--- config.mk ---
export PLATFORM = sky130hd
export DESIGN_NAME = rsm_ctrl
export DESIGN_NICKNAME = d
export VERILOG_FILES = /design/src/design/rsm_pkg.sv /design/src/design/rsm_ctrl.sv
export SDC_FILE = /design/constraint.sdc
export NUM_CORES = 1
export LEC_CHECK = 0
export BUFFER_PORTS_ARGS = -buffer_cell sky130_fd_sc_hd__buf_2
export CORE_AREA = 2 2 39 41
export CTS_CLUSTER_DIAMETER = 30
export DETAILED_ROUTE_END_ITERATION = 16
export DIE_AREA = 0 0 41 43
export PLACE_DENSITY = 0.79
export RECOVER_POWER = 100
export SLEW_MARGIN = 20
export SYNTH_ARGS = -nofsm -noshare
export SYNTH_HDL_FRONTEND = slang
export SYNTH_SLANG_ARGS = --single-unit
--- constraint.sdc ---
create_clock -name clk -period 3.4 [get_ports clk]
set_clock_uncertainty 0.15 [all_clocks]
set_input_delay 0.51 -clock clk [delete_from_list [all_inputs] [get_ports clk]]
set_output_delay 0.51 -clock clk [all_outputs]
set_load 0.03 [all_outputs]
--- src/design/rsm_pkg.sv ---
// Shared constants, codes and controller/datapath interface types for the range set block.
package rsm_pkg;

    localparam int FIELD_W      = 63;
    localparam int FUNC_W       = 2;
    localparam int TOTAL_W      = 11;
    localparam int HITS_W       = 32;
    localparam int S_TDATA_W    = 192;
    localparam int M_TDATA_W    = 48;
    localparam int MAX_RANGES_D = 1024;
    localparam int ID_BITS_D    = 63;

    localparam logic [FUNC_W-1:0] FUNC_LOAD  = 2'd0;
    localparam logic [FUNC_W-1:0] FUNC_BUILD = 2'd1;
    localparam logic [FUNC_W-1:0] FUNC_QUERY = 2'd2;

    // commands from controller to datapath
    typedef struct packed {
        logic capture;
        logic raw_append;
        logic mrg_clear;
        logic sort_init;
        logic key_rd;
        logic key_cap;
        logic cmp_step;
        logic mrg_rd0;
        logic mrg_first;
        logic mrg_step;
        logic mrg_last;
        logic srch_start;
        logic srch_step;
        logic finish;
    } cmd_t;

    // status from datapath to controller
    typedef struct packed {
        logic [FUNC_W-1:0] func;
        logic              raw_empty;
        logic              raw_one;
        logic              mrg_empty;
        logic              place;
        logic              i_end;
        logic              next_end;
        logic              srch_more;
        logic              out_free;
    } sts_t;

endpackage

--- src/design/rsm_ctrl.sv ---
// Sequencer for load, build (sort and merge) and query items.
module rsm_ctrl
(
    input  logic          clk,
    input  logic          rst_n,
    input  logic          s_tvalid,
    output logic          s_tready,
    input  rsm_pkg::sts_t sts,
    output rsm_pkg::cmd_t cmd
);
    import rsm_pkg::*;

    localparam logic [3:0] ST_IDLE    = 4'd0;
    localparam logic [3:0] ST_DISP    = 4'd1;
    localparam logic [3:0] ST_KEY_RD  = 4'd2;
    localparam logic [3:0] ST_KEY_CAP = 4'd3;
    localparam logic [3:0] ST_CMP     = 4'd4;
    localparam logic [3:0] ST_M_RD0   = 4'd5;
    localparam logic [3:0] ST_M_FIRST = 4'd6;
    localparam logic [3:0] ST_M_STEP  = 4'd7;
    localparam logic [3:0] ST_M_LAST  = 4'd8;
    localparam logic [3:0] ST_SR_CMP  = 4'd9;
    localparam logic [3:0] ST_FINISH  = 4'd10;

    logic [3:0] state_reg;
    logic [3:0] state_next;

    always_ff @(posedge clk or negedge rst_n)
    begin
        if (!rst_n)
        begin
            state_reg <= ST_IDLE;
        end
        else
        begin
            state_reg <= state_next;
        end
    end

    assign s_tready = (state_reg == ST_IDLE);

    always_comb
    begin
        cmd        = '0;
        state_next = state_reg;
        case (state_reg)
            ST_IDLE:
            begin
                if (s_tvalid)
                begin
                    cmd.capture = 1'b1;
                    state_next  = ST_DISP;
                end
            end
            ST_DISP:
            begin
                case (sts.func)
                    FUNC_LOAD:
                    begin
                        cmd.raw_append = 1'b1;
                        state_next     = ST_FINISH;
                    end
                    FUNC_BUILD:
                    begin
                        if (sts.raw_empty)
                        begin
                            cmd.mrg_clear = 1'b1;
                            state_next    = ST_FINISH;
                        end
                        else if (sts.raw_one)
                        begin
                            state_next = ST_M_RD0;
                        end
                        else
                        begin
                            cmd.sort_init = 1'b1;
                            state_next    = ST_KEY_RD;
                        end
                    end
                    FUNC_QUERY:
                    begin
                        cmd.srch_start = 1'b1;
                        state_next     = sts.mrg_empty ? ST_FINISH : ST_SR_CMP;
                    end
                    default:
                    begin
                        state_next = ST_FINISH;
                    end
                endcase
            end
            ST_KEY_RD:
            begin
                cmd.key_rd = 1'b1;
                state_next = ST_KEY_CAP;
            end
            ST_KEY_CAP:
            begin
                cmd.key_cap = 1'b1;
                state_next  = ST_CMP;
            end
            ST_CMP:
            begin
                cmd.cmp_step = 1'b1;
                if (sts.place)
                begin
                    state_next = sts.next_end ? ST_M_RD0 : ST_KEY_RD;
                end
            end
            ST_M_RD0:
            begin
                cmd.mrg_rd0 = 1'b1;
                state_next  = ST_M_FIRST;
            end
            ST_M_FIRST:
            begin
                cmd.mrg_first = 1'b1;
                state_next    = sts.i_end ? ST_M_LAST : ST_M_STEP;
            end
            ST_M_STEP:
            begin
                cmd.mrg_step = 1'b1;
                if (sts.next_end)
                begin
                    state_next = ST_M_LAST;
                end
            end
            ST_M_LAST:
            begin
                cmd.mrg_last = 1'b1;
                state_next   = ST_FINISH;
            end
            ST_SR_CMP:
            begin
                cmd.srch_step = 1'b1;
                if (!sts.srch_more)
                begin
                    state_next = ST_FINISH;
                end
            end
            ST_FINISH:
            begin
                if (sts.out_free)
                begin
                    cmd.finish = 1'b1;
                    state_next = ST_IDLE;
                end
            end
            default:
            begin
                state_next = ST_IDLE;
            end
        endcase
    end

endmodule

* Yosys cells after proc, flatten, opt, wreduce, memory -nomap -nowiden
Cells that the tools add are included.
Word-level totals: flip-flop bits (word level) 4, output and inout port bits 15, word-level logic and storage cells 53
Operators by class: equality and inequality tests 17, reductions and logical operators 3, multiplexer cells 32
Operators by type and width (number):
- one-hot mux 4 bit (11 select lines) | 1
- 2-to-1 mux 4 bit | 7
- 2-to-1 mux 1 bit | 18
- == test 4 x 3 -> 1 bit (second input constant) | 4
- == test 4 bit (second input constant) | 3
- != test 2 bit (second input constant) | 5
- 2-to-1 mux 3 bit | 3
- == test 4 x 2 -> 1 bit (second input constant) | 2
- one-hot mux 4 bit (2 select lines) | 1
- AND reduction 5 bit | 1
- == test 4 x 1 -> 1 bit (second input constant) | 1
- zero test 4 bit | 1
- 2-to-1 mux 2 bit | 2
- == test 2 x 1 -> 1 bit (second input constant) | 1
- == test 2 bit (second input constant) | 1
- zero test 2 bit | 1

* Depth between registers and ports, before layout
depth after elaboration 4, depth in mapped cells 7, gate-level depth less buffers 7

* Worst setup path before layout
Ideal clock, no wire load.
path type register -> output, from register state_reg[0], to output port cmd[13] (netlist name), cell stages (with the launch flop) 4, data arrival time 1.686 ns, slack 1.054 ns, required time 2.740 ns, path through dfrtp_1 buf_6 clkbuf_1 nor4_1
RTL lines:
- start, declared | line rsm_ctrl.sv:25 | logic [3:0] state_reg;
- start signal, assigned | line rsm_ctrl.sv:36 | state_reg <= state_next;
- end, declared | line rsm_ctrl.sv:9 | output rsm_pkg::cmd_t cmd

* Final worst setup path
from register state_reg[1], to output port s_tready
On the way: word-level cells in the longest chain between the ends 1
RTL lines:
- zero test 4 bit | line rsm_ctrl.sv:40 | assign s_tready = (state_reg == ST_IDLE);
- end, declared | line rsm_ctrl.sv:7 | output logic s_tready,
Every way passes these cells.

==> results.txt <==
----------------------------------------------------
[Place]
  Post-DP HPWL ... ~1100 µm
  Placer Congestion ... 0.840
  Post-DP Area ... 723 µm²
  Number of I/O port buffers ... 27

[Synthesis]
  Cell accounting for the most synthesized area ... sky130_fd_sc_hd__dfrtp_1
  Most instantiated cells after synthesis ... 8 x sky130_fd_sc_hd__inv_1, 8 x sky130_fd_sc_hd__nor3_1, 7 x sky130_fd_sc_hd__nand2_1, 7 x sky130_fd_sc_hd__nor2_1, 5 x sky130_fd_sc_hd__a21oi_1
  Number of distinct library cells after synthesis ... 37
  Yosys warnings ... 0
  Syn Std Cell Area ... roughly 600 µm²
  Proportion of register bits with asynchronous set or reset after synthesis ... 100%
  Syn nets ... 104
  Proportion of netlist area held by the largest area contributor ... around 16%
  Cell count after synthesis ... 87
  Number of synthesized flops with an enable pin ... 0
  Main flop type after synthesis ... sky130_fd_sc_hd__dfrtp_1
  Post-Syn Area per Cell ... just over 7 µm²
  Synth area leaders ... sky130_fd_sc_hd__dfrtp_1 16%, sky130_fd_sc_hd__ha_1 8.1%, sky130_fd_sc_hd__nor3_1 6.5%
  Sequential cell area fraction in the yosys report ... 16.3%
  Yosys reg bits ... 4

[Detailed routing]
  Number of optimization iterations in the first detailed-route pass ... 4
  DRC violations left ... 0
  1st-iter DRT viols ... 21
  Number of nets still failing antenna checks after routing ... 0
  Via density per instance ... 5.38
  Count of vias placed by the detailed router ... 689
  Avg WL per Cell ... roughly 12 µm
  Aggregate routed wire length ... about 1500 µm

[Timing]
  Total setup violations reported at the end of the flow ... 0
  Setup repair after global routing missed its margin ... no
  Crit path time final ... 2.43 ns
  Final-report hold violation count ... 0
  Tightest hold margin ... 0.464 ns
  Worst-margin pin slew ... 0.539 ns
  Fmax achieved ... 411 MHz
  Worst rel slew slack ... between 60 and 70%
  Final Cycle Share ... roughly 70%
  Final setup TNS ... 0 ns
  Max-slew violation count ... 0

[GRT]
  All-layer global routing usage ... between 10% and 20%
  Pin count of the biggest net entering global routing ... 21
  Number of antenna violations at the first check in global routing ... 0
  Vias in the first global route ... 560
  Global route total overflow ... 0
  First-pass GRT wire length ... 2230 µm

[Critical path]
  Required time of the critical path ... 2.74 ns
  Crit path max fanout ... 15
  Endpoint of the worst setup timing path ... s_tready
  Nature of the critical path endpoint ... primary output
  Cell Chain, Critical Path ... or2_0, nor3_1, clkbuf_1
  Reg-to-reg critical path startpoint ... state_reg[1]
  R2r worst-path depth ... 5
  Worst Setup Path Type ... reg2out
  CP max-delay cell ... sky130_fd_sc_hd__dfrtp_1
  Kind of start point of the critical path ... flip-flop
  Buffers and inverters on the worst path ... 1
  Reg2Reg Capture Point ... state_reg[3]
  Kind of cell with the highest combined delay on the critical path ... simple AND/OR/NAND/NOR gates
  Launching instance or port of the critical path ... state_reg[1]
  Worst setup slack for register-to-register paths ... 1.47 ns
  Number of cells on the critical path ... 3
  Signal arrival time at the worst endpoint ... 1.77 ns
  Slowest Stage Delay on Critical Path ... 0.53 ns

[Final layout]
  Final layout net count ... about 130
  Final instance area ... 732 µm²
  Number of diodes added for antenna fixing ... 0
  Max reg flops ... 4
  Area growth from synthesis to layout ... 19.1%
  Fraction of final layout cells with drive strength greater than 1 ... about 18%
  Number of fillers in the final layout ... 146

[Die]
  Vertical extent of the die ... 43 µm
  Initial Util ... around 44%
  Floorplan core area ... ~0.0014 mm²
  Width of the die ... 41 µm
  Boundary pin count ... 28
  Standard-cell row count ... 14
  Area enclosed by the die boundary ... around 0.0018 mm²

[Clocking]
  Post-CTS setup buffer count ... 0
  Clock insertion delay at the later pin of the skew report ... 0.24 ns
  Number of H-tree levels ... 1
  Root buffer selected by CTS ... sky130_fd_sc_hd__clkbuf_4
  CTS tree ... yes
  Number of sinks driven by the clock tree ... 4
  Post-CTS resize count ... 0
  Number of buffers inserted during clock tree synthesis ... 3
  Clock transition at the registers of the reported paths ... approximately 0.04 ns
  Maximum count of clock buffers along a single path ... 2

[Power and ir drop]
  Leakage power ... ~0.34 nW
  PnR Total Power ... 546 µW
  Power density normalized to cell area ... 746 mW/mm²
  Largest voltage drop on the vdd net ... 0.000429 V

[Job]
  Max cap viols ... 0

[Outcome]
  Result of the run ... finished, final reports clean

[Hold path]
  Hold Crit Class ... in2reg

----------------------------------------------------
[stage by stage]
stage	util [%]	setup slack [ns]	std cells
final	52.9	0.965	128
after global routing	52.9	0.841	128
after CTS	54.6	1.15	128
after detailed placement	52.3	1.40	124
after global placement	52.3	1.39	124
after floorplan	-	1.05	87
[final cells by class]
type	count	area, µm²	area share [%]
Inverter	9	33.8	4.62
Timing Repair Buffer	28	129	17.6
Multi-Input combinational cell	68	427	58.3
Clock buffer	3	22.5	3.08
Tap cell	16	20.0	2.74
Sequential cell	4	100	13.7
[worst min-delay path by stage]
stage / startpoint / endpoint / cells after the start
5_1_grt: sts[3] / state_reg[3] / 3
6_report: sts[3] / state_reg[3] / 3
4_1_cts: rst_n / state_reg[2] / 2
3_3_place_gp: rst_n / state_reg[0] / 1
3_5_place_dp: rst_n / state_reg[1] / 1
2_1_floorplan: rst_n / state_reg[0] / 0
[worst register-to-register path, cell delays in order, from the launching register on]
cell	delay [ns]
sky130_fd_sc_hd__dfrtp_1	0.60
sky130_fd_sc_hd__or2_0	0.39
sky130_fd_sc_hd__o22ai_1	0.15
sky130_fd_sc_hd__a22o_1	0.21
sky130_fd_sc_hd__a311oi_1	0.23
sky130_fd_sc_hd__o21bai_1	0.09
[report_power, final]
group,internal [mW],switching (mW),leakage (nW)
clock network,0.0395,0.0203,0.0138
registers,0.0676,0.0754,0.0509
logic,0.125,0.218,0.279
[routing by layer]
layer	routed length, µm	global-route usage, %	share of wire (%)
met1	725	24.5	48
met2	692	27.2	46
met3	98	4.71	6.5
met4	0	2.00	0
met5	0	0	0
[what timing repair did]
action | 4_1_cts | 5_1_grt
endpoints found under the setup margin | 0 | 0
hold buffers | 1 | 0
hold endpoints to repair | 4 | 0
[cell usage in the layout, fill, tap and decap left out, types with 3 or more instances in the layout]
cell                       netlist  final
sky130_fd_sc_hd__buf_2           0     14
sky130_fd_sc_hd__clkbuf_1        1     13
sky130_fd_sc_hd__nor3_1          8      9
sky130_fd_sc_hd__inv_1           8      8
sky130_fd_sc_hd__nand2_1         7      7
sky130_fd_sc_hd__nor2_1          7      7
sky130_fd_sc_hd__a21oi_1         5      5
sky130_fd_sc_hd__nand2b_1        3      4
sky130_fd_sc_hd__ha_1            4      4
sky130_fd_sc_hd__dfrtp_1         4      4
sky130_fd_sc_hd__nor2b_1         3      3
sky130_fd_sc_hd__o21ai_0         1      3
sky130_fd_sc_hd__clkbuf_4        0      3
[kinds of logic (layout without fill, tap and decap cells)]
kind of cell	count (synthesis)	count (layout)	share of synthesized area, %
xor+xnor	1	1	1.43
buf+inv	15	40	13.0
fa+ha+maj	4	4	8.15
flops	4	4	16.3
compound gates	20	20	22.4
simple gates	43	43	38.7
Note: power is estimated with default switching activity, not from simulation.
